--- src/rtl/core/assert_macros.svh ---
// Assertion macros used by the neuron core RTL.
`ifndef ASSERT_MACROS_SVH
`define ASSERT_MACROS_SVH
`ifndef ASSERT_OFF
`define ASSERT_ALWAYS(label, clk, rst, expr, msg) \
   label: assert property (@(posedge clk) disable iff (rst) (expr)) else $error(msg);
`define ASSERT_NEXT(label, clk, rst, ante, cons, msg) \
   label: assert property (@(posedge clk) disable iff (rst) (ante) |=> (cons)) else $error(msg);
`define ASSERT_SAME(label, clk, rst, ante, cons, msg) \
   label: assert property (@(posedge clk) disable iff (rst) (ante) |-> (cons)) else $error(msg);
`else
`define ASSERT_ALWAYS(label, clk, rst, expr, msg)
`define ASSERT_NEXT(label, clk, rst, ante, cons, msg)
`define ASSERT_SAME(label, clk, rst, ante, cons, msg)
`endif
`endif

--- src/rtl/core/xpn_pkg.sv ---
// Package with widths, constants, types, and the accumulator-width and popcount functions of the neuron core.
package xpn_pkg;

   localparam int MAX_WORDS_DEFAULT = 64;
   localparam int WORD_W = 64;
   localparam int HALF_W = 32;
   localparam int BIAS_W = 16;
   localparam int SCALE_W = 16;
   localparam int VALUE_W = 29;
   localparam int COUNT_W = 7;
   localparam int DELTA_W = 8;
   localparam int CALC_W = 32;
   localparam int CSR_IDX_W = 1;
   localparam int CSR_DATA_W = 16;

   localparam logic [CSR_IDX_W-1:0] CSR_SCALE = 1'b0;
   localparam logic [CSR_IDX_W-1:0] CSR_NARROW = 1'b1;

   localparam logic signed [SCALE_W-1:0] SCALE_RESET = 16'sd256;

   localparam logic [WORD_W-1:0] POP_M1 = 64'h5555555555555555;
   localparam logic [WORD_W-1:0] POP_M2 = 64'h3333333333333333;
   localparam logic [WORD_W-1:0] POP_M4 = 64'h0F0F0F0F0F0F0F0F;

   typedef struct packed {
      logic advance;
      logic last;
   } acc_ctl_type;

   function automatic int acc_width(input int max_words);
      return $clog2(max_words * WORD_W + 1) + 1;
   endfunction

   function automatic logic [COUNT_W-1:0] count_ones(input logic [WORD_W-1:0] value);
      logic [WORD_W-1:0] v;
      v = value - ((value >> 1) & POP_M1);
      v = (v & POP_M2) + ((v >> 2) & POP_M2);
      v = (v + (v >> 4)) & POP_M4;
      v = v + (v >> 8);
      v = v + (v >> 16);
      v = v + (v >> 32);
      return v[COUNT_W-1:0];
   endfunction

endpackage

--- src/rtl/core/xpn_if.sv ---
// Valid/ready channel interfaces for the input words and the neuron results.
interface xpn_req_if;
   logic                                valid;
   logic                                ready;
   logic [xpn_pkg::WORD_W-1:0]          activation_word;
   logic [xpn_pkg::WORD_W-1:0]          weight_word;
   logic signed [xpn_pkg::BIAS_W-1:0]   bias_value;
   logic                                last_word;

   modport source (output valid, output activation_word, output weight_word,
                   output bias_value, output last_word, input ready);
   modport sink (input valid, input activation_word, input weight_word,
                 input bias_value, input last_word, output ready);
endinterface

interface xpn_rsp_if;
   logic                                valid;
   logic                                ready;
   logic signed [xpn_pkg::VALUE_W-1:0]  neuron_value;
   logic                                neuron_bit;

   modport source (output valid, output neuron_value, output neuron_bit, input ready);
   modport sink (input valid, input neuron_value, input neuron_bit, output ready);
endinterface

--- src/rtl/core/xpn_delta.sv ---
// Matches-minus-mismatches count of one activation word against one weight word.
module xpn_delta (
   input  logic [xpn_pkg::WORD_W-1:0]         activation,
   input  logic [xpn_pkg::WORD_W-1:0]         weight,
   input  logic                               narrow,
   output logic signed [xpn_pkg::DELTA_W-1:0] delta
);

   logic [xpn_pkg::WORD_W-1:0]  same;
   logic [xpn_pkg::COUNT_W-1:0] count;
   logic [xpn_pkg::DELTA_W-1:0] bits;

   always_comb begin
      same = ~(activation ^ weight);
      if (narrow) begin
         same = {{(xpn_pkg::WORD_W - xpn_pkg::HALF_W){1'b0}},
                 same[xpn_pkg::HALF_W-1:0]};
      end
   end

   assign count = xpn_pkg::count_ones(same);
   assign bits = narrow ? xpn_pkg::DELTA_W'(xpn_pkg::HALF_W)
                        : xpn_pkg::DELTA_W'(xpn_pkg::WORD_W);
   assign delta = $signed({count, 1'b0} - bits);

endmodule

--- src/rtl/core/xpn_accum.sv ---
// Saturating match-sum accumulator and the register that holds a finished sum.
module xpn_accum #(
   parameter int MAX_WORDS = xpn_pkg::MAX_WORDS_DEFAULT,
   parameter int ACC_W = xpn_pkg::acc_width(MAX_WORDS)
) (
   input  logic                               clock,
   input  logic                               reset,
   input  xpn_pkg::acc_ctl_type               ctl,
   input  logic signed [xpn_pkg::DELTA_W-1:0] delta,
   input  logic signed [xpn_pkg::BIAS_W-1:0]  bias_in,
   output logic signed [ACC_W-1:0]            acc_value,
   output logic signed [ACC_W-1:0]            final_sum,
   output logic signed [xpn_pkg::BIAS_W-1:0]  final_bias
);

   localparam int LIMIT = MAX_WORDS * xpn_pkg::WORD_W;
   localparam logic signed [ACC_W:0] LIMIT_POS = (ACC_W + 1)'(LIMIT);
   localparam logic signed [ACC_W:0] LIMIT_NEG = -LIMIT_POS;

   logic signed [ACC_W-1:0]           acc_ff;
   logic signed [ACC_W-1:0]           acc_in;
   logic signed [ACC_W-1:0]           sum_ff;
   logic signed [xpn_pkg::BIAS_W-1:0] bias_ff;
   logic signed [ACC_W:0]             sum_wide;
   logic signed [ACC_W:0]             clamped;

   always_comb begin
      sum_wide = $signed({acc_ff[ACC_W-1], acc_ff})
               + $signed({{(ACC_W + 1 - xpn_pkg::DELTA_W){delta[xpn_pkg::DELTA_W-1]}}, delta});
      if (sum_wide > LIMIT_POS) begin
         clamped = LIMIT_POS;
      end else if (sum_wide < LIMIT_NEG) begin
         clamped = LIMIT_NEG;
      end else begin
         clamped = sum_wide;
      end
      acc_in = acc_ff;
      if (ctl.advance) begin
         acc_in = ctl.last ? '0 : clamped[ACC_W-1:0];
      end
   end

   always_ff @(posedge clock) begin
      if (reset) begin
         acc_ff <= '0;
      end else begin
         acc_ff <= acc_in;
      end
   end

   always_ff @(posedge clock) begin
      if (ctl.advance && ctl.last) begin
         sum_ff <= clamped[ACC_W-1:0];
         bias_ff <= bias_in;
      end
   end

   assign acc_value = acc_ff;
   assign final_sum = sum_ff;
   assign final_bias = bias_ff;

endmodule

--- src/rtl/core/xpn_scale.sv ---
// Output register that holds the scaled and biased neuron value and a bit set when it is not negative.
module xpn_scale #(
   parameter int ACC_W = xpn_pkg::acc_width(xpn_pkg::MAX_WORDS_DEFAULT)
) (
   input  logic                                clock,
   input  logic                                load,
   input  logic signed [ACC_W-1:0]             sum,
   input  logic signed [xpn_pkg::BIAS_W-1:0]   bias,
   input  logic signed [xpn_pkg::SCALE_W-1:0]  scale,
   output logic signed [xpn_pkg::VALUE_W-1:0]  value,
   output logic                                value_bit
);

   localparam int PROD_W = ACC_W + xpn_pkg::SCALE_W;

   logic signed [PROD_W-1:0]           product;
   logic signed [xpn_pkg::CALC_W-1:0]  total;
   logic signed [xpn_pkg::VALUE_W-1:0] value_ff;
   logic                               bit_ff;

   assign product = sum * scale;
   assign total = $signed({{(xpn_pkg::CALC_W - PROD_W){product[PROD_W-1]}}, product})
                + $signed({{(xpn_pkg::CALC_W - xpn_pkg::BIAS_W){bias[xpn_pkg::BIAS_W-1]}},
                           bias});

   always_ff @(posedge clock) begin
      if (load) begin
         value_ff <= total[xpn_pkg::VALUE_W-1:0];
         bit_ff <= ~total[xpn_pkg::CALC_W-1];
      end
   end

   assign value = value_ff;
   assign value_bit = bit_ff;

endmodule

--- src/rtl/core/xnor_popcount_neuron_core.sv ---
// Binarized neuron: XNOR-popcount accumulation over words, then scale, bias and sign.
// The core takes one activation/weight word per clock cycle when the result side is
// not stalled. A word passes an input register, a popcount register, the accumulator
// and the output register; only a word marked last yields a result. The one-cycle
// rate is set by the accumulator's add and saturate loop, which closes on itself
// every cycle. The match sum saturates at plus or minus MAX_WORDS*64, and it clears
// after every last word. Scale and the 32-bit word mode must be written through the
// csr port only while no word is in flight; the core itself does not enforce this.
`include "assert_macros.svh"

module xnor_popcount_neuron_core #(
   parameter int MAX_WORDS = xpn_pkg::MAX_WORDS_DEFAULT
) (
   input  logic                                 clock,
   input  logic                                 reset,
   xpn_req_if.sink                              req_ch,
   xpn_rsp_if.source                            rsp_ch,
   input  logic                                 csr_write_en,
   input  logic [xpn_pkg::CSR_IDX_W-1:0]        csr_index,
   input  logic [xpn_pkg::CSR_DATA_W-1:0]       csr_write_data
);

   localparam int ACC_W = xpn_pkg::acc_width(MAX_WORDS);
   localparam logic signed [ACC_W-1:0] ACC_LIMIT = ACC_W'(MAX_WORDS * xpn_pkg::WORD_W);

   logic signed [xpn_pkg::SCALE_W-1:0] scale_ff;
   logic                               narrow_ff;

   logic                               v1_ff, v1_in;
   logic                               v2_ff, v2_in;
   logic                               v3_ff, v3_in;
   logic                               vo_ff, vo_in;

   logic [xpn_pkg::WORD_W-1:0]         act1_ff;
   logic [xpn_pkg::WORD_W-1:0]         wgt1_ff;
   logic signed [xpn_pkg::BIAS_W-1:0]  bias1_ff;
   logic                               last1_ff;

   logic signed [xpn_pkg::DELTA_W-1:0] delta;
   logic signed [xpn_pkg::DELTA_W-1:0] delta2_ff;
   logic signed [xpn_pkg::BIAS_W-1:0]  bias2_ff;
   logic                               last2_ff;

   logic                               out_free, adv3, s3_free, adv2, s2_free, adv1, accept;
   xpn_pkg::acc_ctl_type               acc_ctl;
   logic signed [ACC_W-1:0]            acc_value;
   logic signed [ACC_W-1:0]            final_sum;
   logic signed [xpn_pkg::BIAS_W-1:0]  final_bias;

   always_ff @(posedge clock) begin
      if (reset) begin
         scale_ff <= xpn_pkg::SCALE_RESET;
         narrow_ff <= 1'b0;
      end else if (csr_write_en) begin
         case (csr_index)
            xpn_pkg::CSR_SCALE: begin
               scale_ff <= $signed(csr_write_data[xpn_pkg::SCALE_W-1:0]);
            end
            xpn_pkg::CSR_NARROW: begin
               narrow_ff <= csr_write_data[0];
            end
            default: begin
            end
         endcase
      end
   end

   assign out_free = !vo_ff || rsp_ch.ready;
   assign adv3 = v3_ff && out_free;
   assign s3_free = !v3_ff || out_free;
   assign adv2 = v2_ff && s3_free;
   assign s2_free = !v2_ff || s3_free;
   assign adv1 = v1_ff && s2_free;
   assign req_ch.ready = !v1_ff || s2_free;
   assign accept = req_ch.valid && req_ch.ready;

   assign v1_in = accept ? 1'b1 : (adv1 ? 1'b0 : v1_ff);
   assign v2_in = adv1 ? 1'b1 : (adv2 ? 1'b0 : v2_ff);
   assign v3_in = (adv2 && last2_ff) ? 1'b1 : (adv3 ? 1'b0 : v3_ff);
   assign vo_in = adv3 ? 1'b1 : (rsp_ch.ready ? 1'b0 : vo_ff);

   always_ff @(posedge clock) begin
      if (reset) begin
         v1_ff <= 1'b0;
         v2_ff <= 1'b0;
         v3_ff <= 1'b0;
         vo_ff <= 1'b0;
      end else begin
         v1_ff <= v1_in;
         v2_ff <= v2_in;
         v3_ff <= v3_in;
         vo_ff <= vo_in;
      end
   end

   always_ff @(posedge clock) begin
      if (accept) begin
         act1_ff <= req_ch.activation_word;
         wgt1_ff <= req_ch.weight_word;
         bias1_ff <= req_ch.bias_value;
         last1_ff <= req_ch.last_word;
      end
   end

   xpn_delta u_delta (
      .activation (act1_ff),
      .weight     (wgt1_ff),
      .narrow     (narrow_ff),
      .delta      (delta)
   );

   always_ff @(posedge clock) begin
      if (adv1) begin
         delta2_ff <= delta;
         bias2_ff <= bias1_ff;
         last2_ff <= last1_ff;
      end
   end

   assign acc_ctl.advance = adv2;
   assign acc_ctl.last = last2_ff;

   xpn_accum #(
      .MAX_WORDS (MAX_WORDS),
      .ACC_W     (ACC_W)
   ) u_accum (
      .clock      (clock),
      .reset      (reset),
      .ctl        (acc_ctl),
      .delta      (delta2_ff),
      .bias_in    (bias2_ff),
      .acc_value  (acc_value),
      .final_sum  (final_sum),
      .final_bias (final_bias)
   );

   xpn_scale #(
      .ACC_W (ACC_W)
   ) u_scale (
      .clock     (clock),
      .load      (adv3),
      .sum       (final_sum),
      .bias      (final_bias),
      .scale     (scale_ff),
      .value     (rsp_ch.neuron_value),
      .value_bit (rsp_ch.neuron_bit)
   );

   assign rsp_ch.valid = vo_ff;

   `ASSERT_ALWAYS(a_acc_bound, clock, reset, (acc_value <= ACC_LIMIT) && (acc_value >= -ACC_LIMIT), "Match sum left its saturation range.")
   `ASSERT_NEXT(a_acc_clear, clock, reset, adv2 && last2_ff, acc_value == '0, "Match sum not cleared after a last word.")
   `ASSERT_SAME(a_bit_sign, clock, reset, rsp_ch.valid, rsp_ch.neuron_bit == !rsp_ch.neuron_value[xpn_pkg::VALUE_W-1], "Neuron bit disagrees with the sign of the value.")
   `ASSERT_NEXT(a_result_load, clock, reset, adv3, rsp_ch.valid, "A finished sum did not reach the output register.")

endmodule

--- src/flat_wrapper.sv ---
// flat-port wrapper written by rule: the top's interface ports become plain ports
module xnor_popcount_neuron_core_flat 
#(
   parameter int MAX_WORDS = xpn_pkg::MAX_WORDS_DEFAULT
)
  (clock, reset, csr_write_en, csr_index, csr_write_data, req_ch_valid, req_ch_activation_word, req_ch_weight_word, req_ch_bias_value, req_ch_last_word, req_ch_ready, rsp_ch_valid, rsp_ch_neuron_value, rsp_ch_neuron_bit, rsp_ch_ready);
  xpn_req_if req_ch_i ();
  xpn_rsp_if rsp_ch_i ();
  input  logic clock;
  input  logic reset;
  input  logic csr_write_en;
  input  logic [xpn_pkg::CSR_IDX_W-1:0] csr_index;
  input  logic [xpn_pkg::CSR_DATA_W-1:0] csr_write_data;
  input wire logic [$bits(req_ch_i.valid)-1:0] req_ch_valid;
  input wire logic [$bits(req_ch_i.activation_word)-1:0] req_ch_activation_word;
  input wire logic [$bits(req_ch_i.weight_word)-1:0] req_ch_weight_word;
  input wire logic [$bits(req_ch_i.bias_value)-1:0] req_ch_bias_value;
  input wire logic [$bits(req_ch_i.last_word)-1:0] req_ch_last_word;
  output wire logic [$bits(req_ch_i.ready)-1:0] req_ch_ready;
  output wire logic [$bits(rsp_ch_i.valid)-1:0] rsp_ch_valid;
  output wire logic [$bits(rsp_ch_i.neuron_value)-1:0] rsp_ch_neuron_value;
  output wire logic [$bits(rsp_ch_i.neuron_bit)-1:0] rsp_ch_neuron_bit;
  input wire logic [$bits(rsp_ch_i.ready)-1:0] rsp_ch_ready;
  assign req_ch_i.valid = req_ch_valid;
  assign req_ch_i.activation_word = req_ch_activation_word;
  assign req_ch_i.weight_word = req_ch_weight_word;
  assign req_ch_i.bias_value = req_ch_bias_value;
  assign req_ch_i.last_word = req_ch_last_word;
  assign req_ch_ready = req_ch_i.ready;
  assign rsp_ch_valid = rsp_ch_i.valid;
  assign rsp_ch_neuron_value = rsp_ch_i.neuron_value;
  assign rsp_ch_neuron_bit = rsp_ch_i.neuron_bit;
  assign rsp_ch_i.ready = rsp_ch_ready;
  xnor_popcount_neuron_core #(.MAX_WORDS(MAX_WORDS)) u_core (.clock(clock), .reset(reset), .req_ch(req_ch_i), .rsp_ch(rsp_ch_i), .csr_write_en(csr_write_en), .csr_index(csr_index), .csr_write_data(csr_write_data));
endmodule
--- config.mk ---
export PLATFORM = sky130hd
export DESIGN_NAME = xnor_popcount_neuron_core_flat
export DESIGN_NICKNAME = d
export VERILOG_FILES = /design/src/rtl/core/xpn_pkg.sv /design/src/rtl/core/xpn_if.sv /design/src/rtl/core/xpn_delta.sv /design/src/rtl/core/xpn_accum.sv /design/src/rtl/core/xpn_scale.sv /design/src/rtl/core/xnor_popcount_neuron_core.sv /design/src/flat_wrapper.sv
export VERILOG_INCLUDE_DIRS = /design/src /design/src/rtl/core
export SDC_FILE = /design/constraint.sdc
export NUM_CORES = 1
export LEC_CHECK = 0
export BUFFER_PORTS_ARGS = -buffer_cell sky130_fd_sc_hd__buf_2
export CORE_MARGIN = 10
export CORE_UTILIZATION = 45
export CTS_CLUSTER_DIAMETER = 200
export DETAILED_ROUTE_END_ITERATION = 7
export GPL_TIMING_DRIVEN = 1
export PLACE_DENSITY_LB_ADDON = 0.25
export SLEW_MARGIN = 0
export SYNTH_ARGS = -nofsm -noshare
export SYNTH_HDL_FRONTEND = slang
export SYNTH_HIERARCHICAL = 1
export SYNTH_SLANG_ARGS = --single-unit
--- constraint.sdc ---
create_clock -name clock -period 10 [get_ports clock]
set_input_delay 0.5 -clock clock [delete_from_list [all_inputs] [get_ports clock]]
set_output_delay 0.5 -clock clock [all_outputs]
set_load 0.02 [all_outputs]
[Word-level counts from Yosys, hierarchy flattened]
Index checks and enable logic that the tools add are counted.
Storage, ports and cells
  register bits: 265
  bits in latches: 0
  bits in writable memories: 0
  bits in read-only memories: 0
  bits of input ports: 167
  output and inout port bits: 32
  logic and storage cells: 66
  memories: 0
Cells by class
  add/sub/neg operators: 9
  multipliers: 1
  div/mod/pow operators: 0
  magnitude comparators: 2
  equality and inequality tests: 0
  shift-type cells: 0
  muxes and demuxes: 13
  bitwise gates (word level): 4
  reductions and logical operators: 19
Operator list (count)
  64-bit two-way mux: 1
  64-bit inverter: 1
  64-bit by 63-bit subtractor with 64-bit output: 1
  64-bit XOR: 1
  62-bit by 62-bit adder with 63-bit output: 1
  60-bit by 59-bit adder with 60-bit output: 1
  52-bit by 52-bit adder with 53-bit output: 1
  14-bit two-way mux: 3
  39-bit by 37-bit adder with 39-bit output: 1
  30-bit by 16-bit adder with 31-bit output: 1
  14-bit by 16-bit multiplier with 30-bit output: 1
  14-bit by 8-bit adder with 15-bit output: 1
  15-bit by 14-bit greater-than comparator with 1-bit output, second input constant: 1
  15-bit by 13-bit less-than comparator with 1-bit output, second input constant: 1
  1-bit two-way mux: 8
  2-bit nonzero test: 4
  8-bit subtractor: 1
  7-bit adder: 1
  7-bit two-way mux: 1
  1-bit logical AND: 5
  1-bit logical NOT: 4
  1-bit logical OR: 4
  2-bit AND reduction: 2
  1-bit inverter: 2

[Longest topological paths before layout]
  depth in word-level cells: 10
  gate-level depth with buffers: 32
  depth with buffers taken out: 31

[Modules after synthesis]
The synthesis kept the hierarchy.
By module, submodules not included
  xpn_scale: instances 1, cells each 1070, area an instance 10207.3 sq um, seq. area each 900.9 sq um
  xpn_delta: instances 1, cells each 907, area an instance 7003.0 sq um, seq. area each 0.0 sq um
  xnor_popcount_neuron_core: instances 1, cells each 267, area an instance 5943.2 sq um, seq. area each 5525.3 sq um
  xpn_accum: instances 1, cells each 209, area an instance 2392.3 sq um, seq. area each 1181.1 sq um

[Worst setup path after synthesis]
No wires, ideal clock.
  path kind: register -> register
  start point: reg u_core/wgt1_ff[25] (netlist bit)
  end point: reg u_core/delta2_ff[7] (netlist bit), data pin
  setup time: 0.258 ns
  data arrival time: 6.902 ns
  required time: 9.742 ns
  slack: 2.841 ns
  stages on the path, launching flop included: 27
  path buffers: 0
  clock period less this slack: 7.159 ns
  cells stage by stage: edfxtp_1 > xnor2_1 > inv_1 > ha_1 > nor4_4 > nand2_1 > nor4_2 > a311o_1 > o21ai_0 > or4_1 > nand3_1 > xnor2_1 > fa_1 > inv_1 > fa_1 > inv_1 > fa_1 > fa_1 > inv_1 > fa_1 > inv_1 > a21oi_1 > o21bai_1 > xnor2_1 > ha_1 > fa_1 > xnor2_1
Between the ends
  word-level cells in the longest chain between the ends: 10
Ends and longest elaborated chain
  start, declared: RTL line xnor_popcount_neuron_core.sv:35  | logic [xpn_pkg::WORD_W-1:0] wgt1_ff;
  start signal, assigned: RTL line xnor_popcount_neuron_core.sv:99  | wgt1_ff <= req_ch.weight_word;
  64-bit XOR: RTL line xpn_delta.sv:14  | same = ~(activation ^ weight);
  64-bit inverter: RTL line xpn_delta.sv:14
  64-bit two-way mux: RTL line xpn_delta.sv:15  | if (narrow) begin
  64-bit by 63-bit subtractor with 64-bit output: RTL line xpn_pkg.sv:36  | v = value - ((value >> 1) & POP_M1);
  62-bit by 62-bit adder with 63-bit output: RTL line xpn_pkg.sv:37  | v = (v & POP_M2) + ((v >> 2) & POP_M2);
  60-bit by 59-bit adder with 60-bit output: RTL line xpn_pkg.sv:38  | v = (v + (v >> 4)) & POP_M4;
  52-bit by 52-bit adder with 53-bit output: RTL line xpn_pkg.sv:39  | v = v + (v >> 8);
  39-bit by 37-bit adder with 39-bit output: RTL line xpn_pkg.sv:40  | v = v + (v >> 16);
  7-bit adder: RTL line xpn_pkg.sv:41  | v = v + (v >> 32);
  8-bit subtractor: RTL line xpn_delta.sv:24  | assign delta = $signed({count, 1'b0} - bits);
  via u_core.delta, one bit: RTL line xnor_popcount_neuron_core.sv:39  | logic signed [xpn_pkg::DELTA_W-1:0] delta;
  end signal, assigned: RTL line xnor_popcount_neuron_core.sv:114  | delta2_ff <= delta;
  end, declared: RTL line xnor_popcount_neuron_core.sv:40  | logic signed [xpn_pkg::DELTA_W-1:0] delta2_ff;
The timed path passes the listed nets, and every way through them passes these cells.
A chain may end at the register's enable or synchronous reset.

[Worst setup path after layout]
  start point: reg u_core/wgt1_ff[5] (netlist bit)
  end point: reg u_core/delta2_ff[6] (netlist bit), data pin
The elaborated chain is that of the path after synthesis.

==> reports/metrics.cfg <==
[grt]
grt_pass1_vias=18700
grt_overflow=0
grt_start_max_net_pins=53
grt_pass1_wl_um=91800
grt_usage_pct=16.6
antenna_found_initial=2

[critical_path]
reg2reg_from=u_core/wgt1_ff[5]
cp-start-kind=register
r2r_setup_slack_ns=1.60
crit_arrival_ns=8.74
rr_endpoint=u_core/delta2_ff[6]
cp_common_cell=fa_1
cp.required_ns=10.34
crit_type=register to register
crit_buf_inv=5
cpLargestDelayFamily=adder cells
path_max_fanout=8
cp-end-kind=register
ff2ff_path_depth=27
slowest_delay_ns=0.59
crit_slowest_cell=fa_1

[floorplan]
die_w_um=258
rows=87
die_area_um2=66700
pin_count=199
die_h_um=258
design.core.area_um2=56300
start_util_pct=45.4

[clock_network]
clockBufferDepth=3
numCtsBuffers=31
htreeDepth=1
clock_latency_ns=0.60
clock-sinks=265
cts_setup_buffers=0
cts.repair.resized=0
cts_root_buffer=clkbuf_16
cts_hold_buf=0
path_clk_slew_ns=0.06
cts_tree=yes

[layout]
drive_above_1_share_pct=11.9
final_cell_area_um2=28300
regArea_um2=7610
multiInputGateArea_um2=16000
fillCellCount=5143
final_util_pct=50.3
final_common_cell=inv_1
syn2layout_area_growth_pct=10.8
num-nets-final=3344
mostFrequentLayoutCells=inv_1, fa_1, ha_1, edfxtp_1, nand2_1

[hold_path]
min_from=req_ch_weight_word[16]
min_to=u_core/wgt1_ff[16]
hold-path-cell-count=1
holdCritPathClass=input pin to register

[yosys]
syn_nets=3156
seq_area_frac_synth_pct=29.8
synth_cell_types=98
ys_warn_count=6
netlist_instances=2453
postSynth.asyncResetShare_pct=0
synth_edf_count=230
synth_flop_cell=edfxtp_1
ys_seq_elements=265
avgSynthCellArea_um2=10.4
synthesis.area_um2=25500

[routing]
drc_errors=0
dr.pass1.iters=6
routedWlPerCell_um=16.2
viasPerCell=5.05
wirelength_um=55300
drt_first_iter_violations=719
dr_total_vias=17300
drtAntennaViolNets=0

[place]
place_area_um2=27300
dpl.hpwl_um=46200
gp_congestion=0.970
portBuffers=198

[job]
cap_violations=0

[sta]
setup_viol=0
final_hold_viol_count=0
max_freq_ghz=0.119
period_needed_ns=8.40
skew_ns=0.0303
rsz0062_at_grt=no
finalSetupTns_ns=0
relSlewSlack_pct=23.7
post-route-period-util_pct=84.0
worst_pin_slew_ns=1.14
maxSlewViolCount=0

[outcome]
status=complete, no violations

==> per-layer routing <==
layer  vias up  track usage [%]  part of all wire, %
li1       8421                -                    -
met1      8400             19.8                   42
met2       364             30.4                   51
met3        99             2.33                  4.2
met4         0             5.03                  2.7
met5         -                0                    0
==> cell type report <==
| type | instances | area share (%) |
|---|---|---|
| Antenna cell | 1 | 0.00884 |
| Clock buffer | 42 | 2.89 |
| Clock inverter | 15 | 0.605 |
| Inverter | 456 | 6.04 |
| Multi-Input combinational cell | 1683 | 56.6 |
| Sequential cell | 265 | 26.9 |
| Tap cell | 756 | 3.34 |
| Timing Repair Buffer | 204 | 3.66 |
==> metrics by stage <==
stage | hold slack (ns) | cells | setup slack [ns]
floorplan | 0.400 | 2453 | 2.84
global placement | 0.401 | 3364 | 1.84
detailed placement | 0.405 | 3364 | 1.69
CTS | 0.0291 | 3421 | 1.65
global route | 0.0388 | 3421 | 1.14
finish | 0.0707 | 3422 | 1.60
==> worst max-delay path by stage <==
stage / startpoint / cells after the start / slack [ns] / endpoint
global route: u_core/wgt1_ff[5] / 27 / 1.14 / u_core/delta2_ff[6]
global placement: u_core/wgt1_ff[13] / 27 / 1.84 / u_core/delta2_ff[6]
floorplan: u_core/wgt1_ff[25] / 26 / 2.84 / u_core/delta2_ff[7]
finish: u_core/wgt1_ff[5] / 27 / 1.60 / u_core/delta2_ff[6]
CTS: u_core/wgt1_ff[5] / 27 / 1.65 / u_core/delta2_ff[6]
detailed placement: u_core/wgt1_ff[5] / 27 / 1.69 / u_core/delta2_ff[6]
==> registers in the layout (all words and copies together) (netlist names), 8 cells and up <==
name                       flops
u_core/bias2_ff               16
u_core/bias1_ff               16
u_core/wgt1_ff                64
u_core/scale_ff               16
u_core/u_accum/acc_value      14
u_core/u_scale/value          29
u_core/act1_ff                64
u_core/delta2_ff               8
u_core/u_accum/final_sum      14
u_core/u_accum/final_bias     16
==> cell families (layout without fill, tap and decap cells) <==
kind of cell | after synthesis | after routing | share of synthesized area [%]
xor gates and xnor gates | 189 | 189 | 6.57
muxes | 2 | 2 | 0.0784
AOI/OAI and AO/OA | 356 | 356 | 9.91
and+or+nand+nor | 599 | 599 | 11.8
other | 1 | 2 | 0.0147
buffers and inverters | 505 | 717 | 7.56
DFF | 265 | 265 | 29.8
adders and majority gates | 536 | 536 | 34.3
==> synth_stat cells, drive strengths merged (16+ instances only) <==
cell	number	area (um^2)
xor2	72	653
nor4	16	128
nor3	20	105
xnor2	117	1020
inv	455	1710
nand4	20	131
edfxtp	230	6910
ha	263	3290
a21oi	106	579
nor2b	17	114
and2	120	751
clkbuf	41	154
dfxtp	35	701
nand2b	17	106
o21ai	60	304
o211ai	18	145
nor2	98	368
a21o	43	323
fa	273	5470
nand2	225	867
nand3	31	165
Power is not shown: default switching activity piles up to over one toggle a cycle in this logic, so the estimate is an artifact.
